File: config.mk
export PLATFORM = sky130hd
export DESIGN_NAME = chain_fork_point_search_unit
export DESIGN_NICKNAME = d
export VERILOG_FILES = /design/src/hw/rtl/cfps_pkg.sv /design/src/hw/rtl/cfps_front.sv /design/src/hw/rtl/cfps_queue.sv /design/src/hw/rtl/cfps_back.sv /design/src/hw/rtl/chain_fork_point_search_unit.sv
export SDC_FILE = /design/constraint.sdc
export NUM_CORES = 2
export LEC_CHECK = 0
export ABC_AREA = 1
export ABC_CLOCK_PERIOD_IN_PS = 22100
export BUFFER_PORTS_ARGS = -buffer_cell sky130_fd_sc_hd__buf_2
export CAP_MARGIN = 20
export CORE_MARGIN = 3
export CORE_UTILIZATION = 30
export CTS_CLUSTER_DIAMETER = 150
export DETAILED_ROUTE_END_ITERATION = 6
export GPL_TIMING_DRIVEN = 0
export SYNTH_ARGS = -nofsm -noshare
export SYNTH_HDL_FRONTEND = slang
export SYNTH_SLANG_ARGS = --single-unit
File: constraint.sdc
create_clock -name clk -period 22.1 [get_ports clk]
set_input_delay 2.21 -clock clk [delete_from_list [all_inputs] [get_ports clk]]
set_output_delay 2.21 -clock clk [all_outputs]
set_load 0.05 [all_outputs]
File: src/hw/rtl/cfps_pkg.sv
// Shared types and constants for the chain fork point search unit.
package cfps_pkg;

    localparam int HEIGHT_W = 64;
    localparam int CNT_W    = 16;

    // Configuration register indexes
    localparam logic REG_FINALIZED   = 1'b0;
    localparam logic REG_BATCH_LIMIT = 1'b1;

    typedef enum logic [3:0] {
        CODE_CONTINUE   = 4'd0,
        CODE_BEHIND     = 4'd1,
        CODE_EQUAL      = 4'd2,
        CODE_LOWER      = 4'd3,
        CODE_TOO_MANY   = 4'd4,
        CODE_FORKED     = 4'd5,
        CODE_LIED       = 4'd6,
        CODE_UPDATED    = 4'd7,
        CODE_NOT_SYNCED = 4'd8,
        CODE_SEQUENCE   = 4'd9
    } code_t;

    typedef enum logic [2:0] {
        PH_IDLE  = 3'b001,
        PH_FIRST = 3'b010,
        PH_LATER = 3'b100
    } phase_t;

    typedef enum logic {
        FUNC_STATS = 1'b0,
        FUNC_HASH  = 1'b1
    } func_t;

    // Classification of a hash-batch transaction, decided without search state
    typedef struct packed {
        logic too_many;
        logic fdi_zero;
        logic fdi_eq_rc;
        logic lc_is_two;
    } hash_cls_t;

    typedef struct packed {
        func_t                func;
        code_t                stat_code;
        logic [HEIGHT_W-1:0]  local_height;
        logic [HEIGHT_W-1:0]  remote_height;
        hash_cls_t            cls;
        logic [CNT_W-1:0]     fdi;
        logic [CNT_W-1:0]     lc;
        logic [CNT_W-1:0]     lc_minus_fdi;
    } entry_t;

endpackage

File: src/hw/rtl/cfps_front.sv
// Front end: accepts transactions and classifies them ahead of the queue.
module cfps_front #(
    parameter int COUNT_WIDTH = 16
) (
    input  logic                         in_valid,
    output logic                         in_ready,
    input  logic                         func,
    input  logic [63:0]                  local_height,
    input  logic [63:0]                  remote_height,
    input  logic [63:0]                  local_score_hi,
    input  logic [63:0]                  local_score_lo,
    input  logic [63:0]                  remote_score_hi,
    input  logic [63:0]                  remote_score_lo,
    input  logic [15:0]                  first_diff_index,
    input  logic [15:0]                  local_hash_count,
    input  logic [15:0]                  remote_hash_count,
    input  logic [63:0]                  finalized_height,
    input  logic [15:0]                  hashes_per_batch,
    input  logic                         q_full,
    output logic                         q_push,
    output cfps_pkg::entry_t             q_data
);
    import cfps_pkg::*;

    localparam int CW = (COUNT_WIDTH < CNT_W) ? COUNT_WIDTH : CNT_W;
    localparam logic [CNT_W-1:0] CNT_MASK = CNT_W'((33'd1 << CW) - 33'd1);

    logic [CNT_W-1:0] fdi_m;
    logic [CNT_W-1:0] lc;
    logic [CNT_W-1:0] rc;
    logic [CNT_W-1:0] hpb;
    logic [CNT_W-1:0] fdi_a;
    logic [CNT_W-1:0] fdi_c;
    logic             remote_greater;
    logic             scores_equal;

    assign in_ready = !q_full;
    assign q_push   = in_valid && !q_full;

    always_comb
    begin
        fdi_m = first_diff_index & CNT_MASK;
        lc    = local_hash_count & CNT_MASK;
        rc    = remote_hash_count & CNT_MASK;
        hpb   = hashes_per_batch & CNT_MASK;
        // clamp to the shorter of the two batches
        fdi_a = (fdi_m > lc) ? lc : fdi_m;
        fdi_c = (fdi_a > rc) ? rc : fdi_a;

        remote_greater = {remote_score_hi, remote_score_lo} > {local_score_hi, local_score_lo};
        scores_equal   = {remote_score_hi, remote_score_lo} == {local_score_hi, local_score_lo};

        q_data               = '0;
        q_data.func          = func_t'(func);
        q_data.local_height  = local_height;
        q_data.remote_height = remote_height;
        if (remote_height <= finalized_height)
        begin
            q_data.stat_code = CODE_BEHIND;
        end
        else if (remote_greater)
        begin
            q_data.stat_code = CODE_CONTINUE;
        end
        else if (scores_equal)
        begin
            q_data.stat_code = CODE_EQUAL;
        end
        else
        begin
            q_data.stat_code = CODE_LOWER;
        end
        q_data.cls.too_many  = (rc > hpb) || (rc == '0);
        q_data.cls.fdi_zero  = (fdi_c == '0);
        q_data.cls.fdi_eq_rc = (fdi_c == rc);
        q_data.cls.lc_is_two = (lc == CNT_W'(2));
        q_data.fdi           = fdi_c;
        q_data.lc            = lc;
        q_data.lc_minus_fdi  = lc - fdi_c;
    end

endmodule

File: src/hw/rtl/cfps_queue.sv
// Two-entry queue between the front end and the search sequencer.
module cfps_queue (
    input  logic              clk,
    input  logic              rst_n,
    input  logic              push,
    input  cfps_pkg::entry_t  push_data,
    output logic              full,
    input  logic              pop,
    output cfps_pkg::entry_t  pop_data,
    output logic              not_empty
);
    import cfps_pkg::*;

    entry_t      mem_reg [2];
    logic        wr_ptr_reg;
    logic        wr_ptr_next;
    logic        rd_ptr_reg;
    logic        rd_ptr_next;
    logic [1:0]  count_reg;
    logic [1:0]  count_next;

    assign full      = (count_reg == 2'd2);
    assign not_empty = (count_reg != 2'd0);
    assign pop_data  = mem_reg[rd_ptr_reg];

    always_comb
    begin
        wr_ptr_next = push ? !wr_ptr_reg : wr_ptr_reg;
        rd_ptr_next = pop ? !rd_ptr_reg : rd_ptr_reg;
        count_next  = count_reg + {1'b0, push} - {1'b0, pop};
    end

    always_ff @(posedge clk or negedge rst_n)
    begin
        if (!rst_n)
        begin
            wr_ptr_reg <= 1'b0;
            rd_ptr_reg <= 1'b0;
            count_reg  <= 2'd0;
        end
        else
        begin
            wr_ptr_reg <= wr_ptr_next;
            rd_ptr_reg <= rd_ptr_next;
            count_reg  <= count_next;
        end
    end

    always_ff @(posedge clk)
    begin
        if (push)
        begin
            mem_reg[wr_ptr_reg] <= push_data;
        end
    end

`ifndef ASSERT_OFF
    a_no_overflow: assert property (@(posedge clk) disable iff (!rst_n) !(push && full))
        else $error("queue push while full");
    a_no_underflow: assert property (@(posedge clk) disable iff (!rst_n) !(pop && !not_empty))
        else $error("queue pop while empty");
    a_count_range: assert property (@(posedge clk) disable iff (!rst_n) count_reg != 2'd3)
        else $error("queue count out of range");
`endif

endmodule

File: src/hw/rtl/cfps_back.sv
// Search sequencer: holds the bisection window and produces one result per entry.
module cfps_back (
    input  logic              clk,
    input  logic              rst_n,
    input  logic              q_valid,
    input  cfps_pkg::entry_t  q_data,
    output logic              q_pop,
    input  logic [63:0]       finalized_height,
    output logic              out_valid,
    input  logic              out_ready,
    output logic [3:0]        code,
    output logic [63:0]       next_start_height,
    output logic [63:0]       common_height,
    output logic [63:0]       fork_depth,
    output logic              done_res
);
    import cfps_pkg::*;

    phase_t              phase_reg,  phase_next;
    logic [63:0]         lower_reg,  lower_next;
    logic [63:0]         upper_reg,  upper_next;
    logic [63:0]         start_reg,  start_next;
    logic [63:0]         sl_reg,     sl_next;
    logic [63:0]         sr_reg,     sr_next;
    logic [63:0]         common_reg, common_next;

    logic                out_valid_reg, out_valid_next;
    code_t               code_reg,   code_next;
    logic [63:0]         nsh_reg,    nsh_next;
    logic [63:0]         ch_reg,     ch_next;
    logic [63:0]         fd_reg,     fd_next;

    logic                take;
    logic [63:0]         derived;
    logic [63:0]         common;
    logic [64:0]         sum_lo;
    logic [64:0]         sum_hi;
    logic [63:0]         mid_lo;
    logic [63:0]         mid_hi;

    assign take  = q_valid && (!out_valid_reg || out_ready);
    assign q_pop = take;

    always_comb
    begin
        derived = start_reg + {48'd0, q_data.lc} - 64'd1;
        common  = start_reg + {48'd0, q_data.fdi} - 64'd1;
        sum_lo  = {1'b0, lower_reg} + {1'b0, start_reg};
        sum_hi  = {1'b0, start_reg} + {1'b0, upper_reg};
        mid_lo  = sum_lo[64:1];
        mid_hi  = sum_hi[64:1];

        phase_next  = phase_reg;
        lower_next  = lower_reg;
        upper_next  = upper_reg;
        start_next  = start_reg;
        sl_next     = sl_reg;
        sr_next     = sr_reg;
        common_next = common_reg;

        code_next = CODE_SEQUENCE;
        nsh_next  = 64'd0;
        ch_next   = '1;
        fd_next   = 64'd0;

        if (q_data.func == FUNC_STATS)
        begin
            lower_next = finalized_height;
            start_next = finalized_height;
            code_next  = q_data.stat_code;
            if (q_data.stat_code == CODE_CONTINUE)
            begin
                sl_next    = q_data.local_height;
                sr_next    = q_data.remote_height;
                upper_next = q_data.local_height;
                phase_next = PH_FIRST;
                nsh_next   = finalized_height;
            end
        end
        else if (phase_reg == PH_IDLE)
        begin
            code_next = CODE_SEQUENCE;
        end
        else if (q_data.cls.too_many)
        begin
            code_next = CODE_TOO_MANY;
        end
        else if (phase_reg == PH_FIRST && q_data.cls.fdi_zero)
        begin
            code_next = CODE_FORKED;
        end
        else if (q_data.cls.fdi_zero)
        begin
            // fork lies below this batch: pull the upper bound down
            upper_next = start_reg;
            if (mid_lo == start_reg)
            begin
                code_next = CODE_LIED;
            end
            else
            begin
                code_next  = CODE_CONTINUE;
                nsh_next   = mid_lo;
                start_next = mid_lo;
            end
        end
        else if (q_data.cls.fdi_eq_rc)
        begin
            if (derived >= sl_reg)
            begin
                if (derived < sr_reg)
                begin
                    // next start is derived - 1, which repeats the start only for two hashes
                    if (q_data.cls.lc_is_two)
                    begin
                        code_next = CODE_LIED;
                    end
                    else
                    begin
                        code_next  = CODE_CONTINUE;
                        nsh_next   = derived - 64'd1;
                        start_next = derived - 64'd1;
                    end
                end
                else
                begin
                    code_next = (derived == sl_reg) ? CODE_LIED : CODE_UPDATED;
                end
            end
            else
            begin
                lower_next = start_reg;
                if (mid_hi == start_reg)
                begin
                    code_next = CODE_LIED;
                end
                else
                begin
                    code_next  = CODE_CONTINUE;
                    nsh_next   = mid_hi;
                    start_next = mid_hi;
                end
            end
        end
        else
        begin
            code_next   = CODE_NOT_SYNCED;
            common_next = common;
            ch_next     = common;
            if (derived > sl_reg)
            begin
                sl_next = derived;
                fd_next = {48'd0, q_data.lc_minus_fdi};
            end
            else
            begin
                fd_next = sl_reg - common;
            end
        end

        if (q_data.func == FUNC_HASH && code_next == CODE_CONTINUE)
        begin
            phase_next = PH_LATER;
        end
        else if (code_next != CODE_CONTINUE)
        begin
            phase_next = PH_IDLE;
        end

        if (take)
        begin
            out_valid_next = 1'b1;
        end
        else if (out_ready)
        begin
            out_valid_next = 1'b0;
        end
        else
        begin
            out_valid_next = out_valid_reg;
        end
    end

    always_ff @(posedge clk or negedge rst_n)
    begin
        if (!rst_n)
        begin
            phase_reg     <= PH_IDLE;
            lower_reg     <= 64'd0;
            upper_reg     <= 64'd0;
            start_reg     <= 64'd0;
            sl_reg        <= 64'd0;
            sr_reg        <= 64'd0;
            common_reg    <= 64'd0;
            out_valid_reg <= 1'b0;
        end
        else
        begin
            out_valid_reg <= out_valid_next;
            if (take)
            begin
                phase_reg  <= phase_next;
                lower_reg  <= lower_next;
                upper_reg  <= upper_next;
                start_reg  <= start_next;
                sl_reg     <= sl_next;
                sr_reg     <= sr_next;
                common_reg <= common_next;
            end
        end
    end

    always_ff @(posedge clk)
    begin
        if (take)
        begin
            code_reg <= code_next;
            nsh_reg  <= nsh_next;
            ch_reg   <= ch_next;
            fd_reg   <= fd_next;
        end
    end

    assign out_valid         = out_valid_reg;
    assign code              = code_reg;
    assign next_start_height = nsh_reg;
    assign common_height     = ch_reg;
    assign fork_depth        = fd_reg;
    assign done_res          = (code_reg != CODE_CONTINUE);

`ifndef ASSERT_OFF
    a_sync_fields: assert property (@(posedge clk) disable iff (!rst_n)
        (out_valid && code != CODE_NOT_SYNCED) |-> (common_height == '1 && fork_depth == 64'd0))
        else $error("common height or fork depth set without not-synced code");
    a_continue_keeps_search: assert property (@(posedge clk) disable iff (!rst_n)
        (take && code_next == CODE_CONTINUE) |=> (phase_reg != PH_IDLE))
        else $error("search dropped after continue result");
    a_final_ends_search: assert property (@(posedge clk) disable iff (!rst_n)
        (take && code_next != CODE_CONTINUE) |=> (phase_reg == PH_IDLE))
        else $error("search still open after final result");
`endif

endmodule

File: src/hw/rtl/chain_fork_point_search_unit.sv
// Top level of the chain fork point search unit: configuration and block wiring.
// Bound registers close a loop; a result is registered from the queue head.
// Throughput: one transaction per cycle while out_ready is high.
// A two-entry queue lets the front end keep accepting while a result waits.
// Reset: search state clears and phase returns to idle; finalized_height resets to 0,
// hashes_per_batch to 64.
module chain_fork_point_search_unit #(
    parameter int COUNT_WIDTH = 16
) (
    input  logic        clk,
    input  logic        rst_n,
    input  logic        cfg_wr_en,
    input  logic        cfg_addr,
    input  logic [63:0] cfg_wdata,
    input  logic        in_valid,
    output logic        in_ready,
    input  logic        func,
    input  logic [63:0] local_height,
    input  logic [63:0] remote_height,
    input  logic [63:0] local_score_hi,
    input  logic [63:0] local_score_lo,
    input  logic [63:0] remote_score_hi,
    input  logic [63:0] remote_score_lo,
    input  logic [15:0] first_diff_index,
    input  logic [15:0] local_hash_count,
    input  logic [15:0] remote_hash_count,
    output logic        out_valid,
    input  logic        out_ready,
    output logic [3:0]  code,
    output logic [63:0] next_start_height,
    output logic [63:0] common_height,
    output logic [63:0] fork_depth,
    output logic        done_res
);
    import cfps_pkg::*;

    logic [63:0] finalized_reg;
    logic [15:0] hpb_reg;

    logic        q_full;
    logic        q_push;
    entry_t      q_wdata;
    logic        q_pop;
    entry_t      q_rdata;
    logic        q_not_empty;

    always_ff @(posedge clk or negedge rst_n)
    begin
        if (!rst_n)
        begin
            finalized_reg <= 64'd0;
            hpb_reg       <= 16'd64;
        end
        else if (cfg_wr_en)
        begin
            case (cfg_addr)
                REG_FINALIZED:   finalized_reg <= cfg_wdata;
                REG_BATCH_LIMIT: hpb_reg       <= cfg_wdata[15:0];
                default:         hpb_reg       <= hpb_reg;
            endcase
        end
    end

    cfps_front #(
        .COUNT_WIDTH (COUNT_WIDTH)
    ) u_front (
        .in_valid          (in_valid),
        .in_ready          (in_ready),
        .func              (func),
        .local_height      (local_height),
        .remote_height     (remote_height),
        .local_score_hi    (local_score_hi),
        .local_score_lo    (local_score_lo),
        .remote_score_hi   (remote_score_hi),
        .remote_score_lo   (remote_score_lo),
        .first_diff_index  (first_diff_index),
        .local_hash_count  (local_hash_count),
        .remote_hash_count (remote_hash_count),
        .finalized_height  (finalized_reg),
        .hashes_per_batch  (hpb_reg),
        .q_full            (q_full),
        .q_push            (q_push),
        .q_data            (q_wdata)
    );

    cfps_queue u_queue (
        .clk       (clk),
        .rst_n     (rst_n),
        .push      (q_push),
        .push_data (q_wdata),
        .full      (q_full),
        .pop       (q_pop),
        .pop_data  (q_rdata),
        .not_empty (q_not_empty)
    );

    cfps_back u_back (
        .clk               (clk),
        .rst_n             (rst_n),
        .q_valid           (q_not_empty),
        .q_data            (q_rdata),
        .q_pop             (q_pop),
        .finalized_height  (finalized_reg),
        .out_valid         (out_valid),
        .out_ready         (out_ready),
        .code              (code),
        .next_start_height (next_start_height),
        .common_height     (common_height),
        .fork_depth        (fork_depth),
        .done_res          (done_res)
    );

endmodule
==> metrics <==
Final Hold Vio Count 0; CTS Buf Count 112; Hold WC Path Type register to register; Final Skew 75.63 ps; max reg flops 366; I/O Buffers 701; Vias 78490; clock period minus worst slack 12970 ps; Post-DP HPWL 361200 µm; Synth Area in XOR/XNOR 0.02843; clk_lat worst skew 830 ps; fin area 0.08982 mm²; Warnings, synthesis 0; Site Rows 185; Crit Path Max Fanout 10; Mapped Avg Cell Area 7.200 µm²; hold_ws 485.5 ps; Hold Crit Depth 2; Mapped Area 0.07715 mm²; DR vias/cell 5.204; RSZ-0062 raised after global routing false; CTS Buffer Depth 3; Die Ht 513.1 µm; Worst Hold End finalized_reg[5]$_DFFE_PN0P_; Iter 0 DRT Violations 8054; worst endpoint data arrival time 13600 ps; multi-input logic area 0.04280 mm²; CTS hold repair buffers 0; Largest stage delay, worst path 890 ps; fmax 0.07712 GHz; Register Area 0.02709 mm²; slowest CP cell clkbuf_1; detail-routed net length per standard cell 27.40 µm; Seq/Total Area, Yosys 0.3511; Post-Syn Nets 11910; fillers 27760; H-Tree Level Count 3; core area 0.2549 mm²; global-route wire length before repair 560100 µm; CP Data Required Time 22730 ps; Reg-to-Reg End u_back.sl_reg[3]$_DFFE_PN0P_; initial antenna violation count 74; DRC Markers 0; area post-placement 0.08585 mm²; cell mode on critical path nand2_1; classification of the worst setup path register to register; Synth Area in Compound Gates 0.1292; Root Buffer clkbuf_16; clock slew seen by the registers of the worst setup and hold paths 60 ps; ratio of cells with drive above 1 in the final layout 0.1047; Antenna Nets Post-Route 0; hold path startpoint finalized_reg[5]$_DFFE_PN0P_; Layout Cells excl Fill 15080; kind of start point of the critical path register; outcome complete, no violations; Max Cap Violations 0; CTS tree done; Post-synth ARST share 0.4206; post-route core utilization 0.3524; worst r2r src u_queue.rd_ptr_reg$_DFFE_PN0P_; DRT Wirelength 413200 µm; Tot GR Track Use 0.3026; worst-margin pin slew 1319 ps; cell count after synthesis 10720; CTS Sinks 970; number of flops mapped to enable cells by yosys 562; Synth cell types 72; die area 0.2633 mm²; Top FF cell, synth edfxtp_1; router iterations before antenna repair 7; vias in the first global route 74750; Post-Synth Simple-Gate Area 0.2609; DP Cell Count 14840; Max-Slew Margin vs Limit 0.1116; crit path from u_queue.rd_ptr_reg$_DFFE_PN0P_; reg2reg setup slack 9130 ps; Die Wd 513.1 µm; CTS resizes 0; post-synthesis mux area share 0.02322; number of top-level pins 702; Final Slew Violations 0; Synth Area in Adders 0.1125; Nets 12780; GR Overflow Total 0; Setup Viol. Count Final 0; gpl congestion 1.076; largest net degree at the start of global routing 110; Starting Density 0.3027; Post-CTS Setup Bufs 0; Layout area overhead 16.42%; Seq cells post-synth 970; Critical Path Sink Type register; reg2reg path depth 38; largest family of logic cells by synthesized area simple AND/OR/NAND/NOR gates; Tcrit/Tclk final 0.5868
## synth_stat cells, types with 35 or more instances
master / number / area, µm²
nand2_1: 3132 / 11760
inv_1: 1661 / 6235
nor2_1: 912 / 3423
a21oi_1: 689 / 3448
ha_1: 684 / 8558
o21ai_0: 650 / 3253
edfxtp_1: 562 / 16880
nand3_1: 542 / 2713
dfrtp_1: 406 / 10160
clkbuf_1: 191 / 716.9
xor2_1: 161 / 1410
nand4_1: 146 / 913.4
mux2_2: 128 / 1441
a31oi_1: 114 / 713.2
o21ai_1: 82 / 410.4
nor3_1: 79 / 395.4
o21bai_1: 41 / 307.8
xnor2_1: 38 / 332.8
o21a_1: 36 / 270.3
mux2i_1: 35 / 350.3
## metrics by stage
stage               setup WS (ps)  setup TNS [ps]
detailed placement           9502               0
CTS                          9478               0
finish                       9133               0
global route                 9086               0
global placement            -4794         -460160
floorplan                    7517               0
## per-layer routing
layer  GRT usage  vias to the layer above  part of all wire
li1            -                    37010                 -
met1      0.3943                    37330              0.42
met2      0.4723                     3439              0.43
met3     0.06091                      657             0.085
met4      0.1587                       58             0.062
met5           0                        -           0.00090
## kinds of logic (layout without fill, tap and decap cells)
| logic type | Yosys count | after routing |
|---|---|---|
| AOI/OAI and AO/OA | 1811 | 1811 |
| DFF | 970 | 970 |
| and+or+nand+nor | 4939 | 4939 |
| buffers and inverters | 1924 | 2893 |
| other | 0 | 32 |
| adders and majority gates | 690 | 690 |
| xor gates and xnor gates | 219 | 219 |
| muxes | 163 | 163 |
## cells in the final DEF (no fill, tap or decap), drive strengths merged, types with 25 or more instances in the layout
| master | instances |
|---|---|
| mux2i | 35 |
| nor2 | 929 |
| xor2 | 161 |
| a31oi | 114 |
| xnor2 | 38 |
| o21bai | 41 |
| edfxtp | 562 |
| ha | 684 |
| a21oi | 693 |
| nor3 | 89 |
| inv | 1698 |
| diode | 32 |
| clkbuf | 329 |
| mux2 | 128 |
| nand4 | 146 |
| nand3 | 546 |
| o21ai | 736 |
| clkinv | 47 |
| a22oi | 27 |
| dfrtp | 406 |
| a21boi | 25 |
| buf | 795 |
| nand2 | 3149 |
| o21a | 36 |
## worst max-delay path: cells and delay by family, from the launching register on
family,cells,cell delay (ps)
compound gates,6,1740
xor+xnor,1,570
fa+ha+maj,3,1210
buf+inv,13,6050
flops,1,410
mux,1,230
simple gates,14,2500
## layout make-up
type,instances,share of cell area
antenna,32,0.0008916
buffer,232,0.01070
clock buffer,136,0.03254
clock inverter,77,0.01048
inverter,1692,0.07071
multi-input combinational,7822,0.4765
sequential,970,0.3016
tap,3366,0.04689
timing repair buffer,756,0.04968
## how the worst max path moves through the flow
stage	endpoint	slack (ps)	cells after the start
floorplan	u_back.phase_reg[1]$_DFFE_PN0P_	7520	7
global placement	u_back.phase_reg[1]$_DFFE_PN0P_	-4790	8
detailed placement	u_back.sl_reg[3]$_DFFE_PN0P_	9500	38
CTS	u_back.sl_reg[3]$_DFFE_PN0P_	9480	38
global route	u_back.sl_reg[58]$_DFFE_PN0P_	9090	39
finish	u_back.sl_reg[3]$_DFFE_PN0P_	9130	38
Power is not shown: default switching activity piles up to over one toggle a cycle in this logic, so the estimate is an artifact.
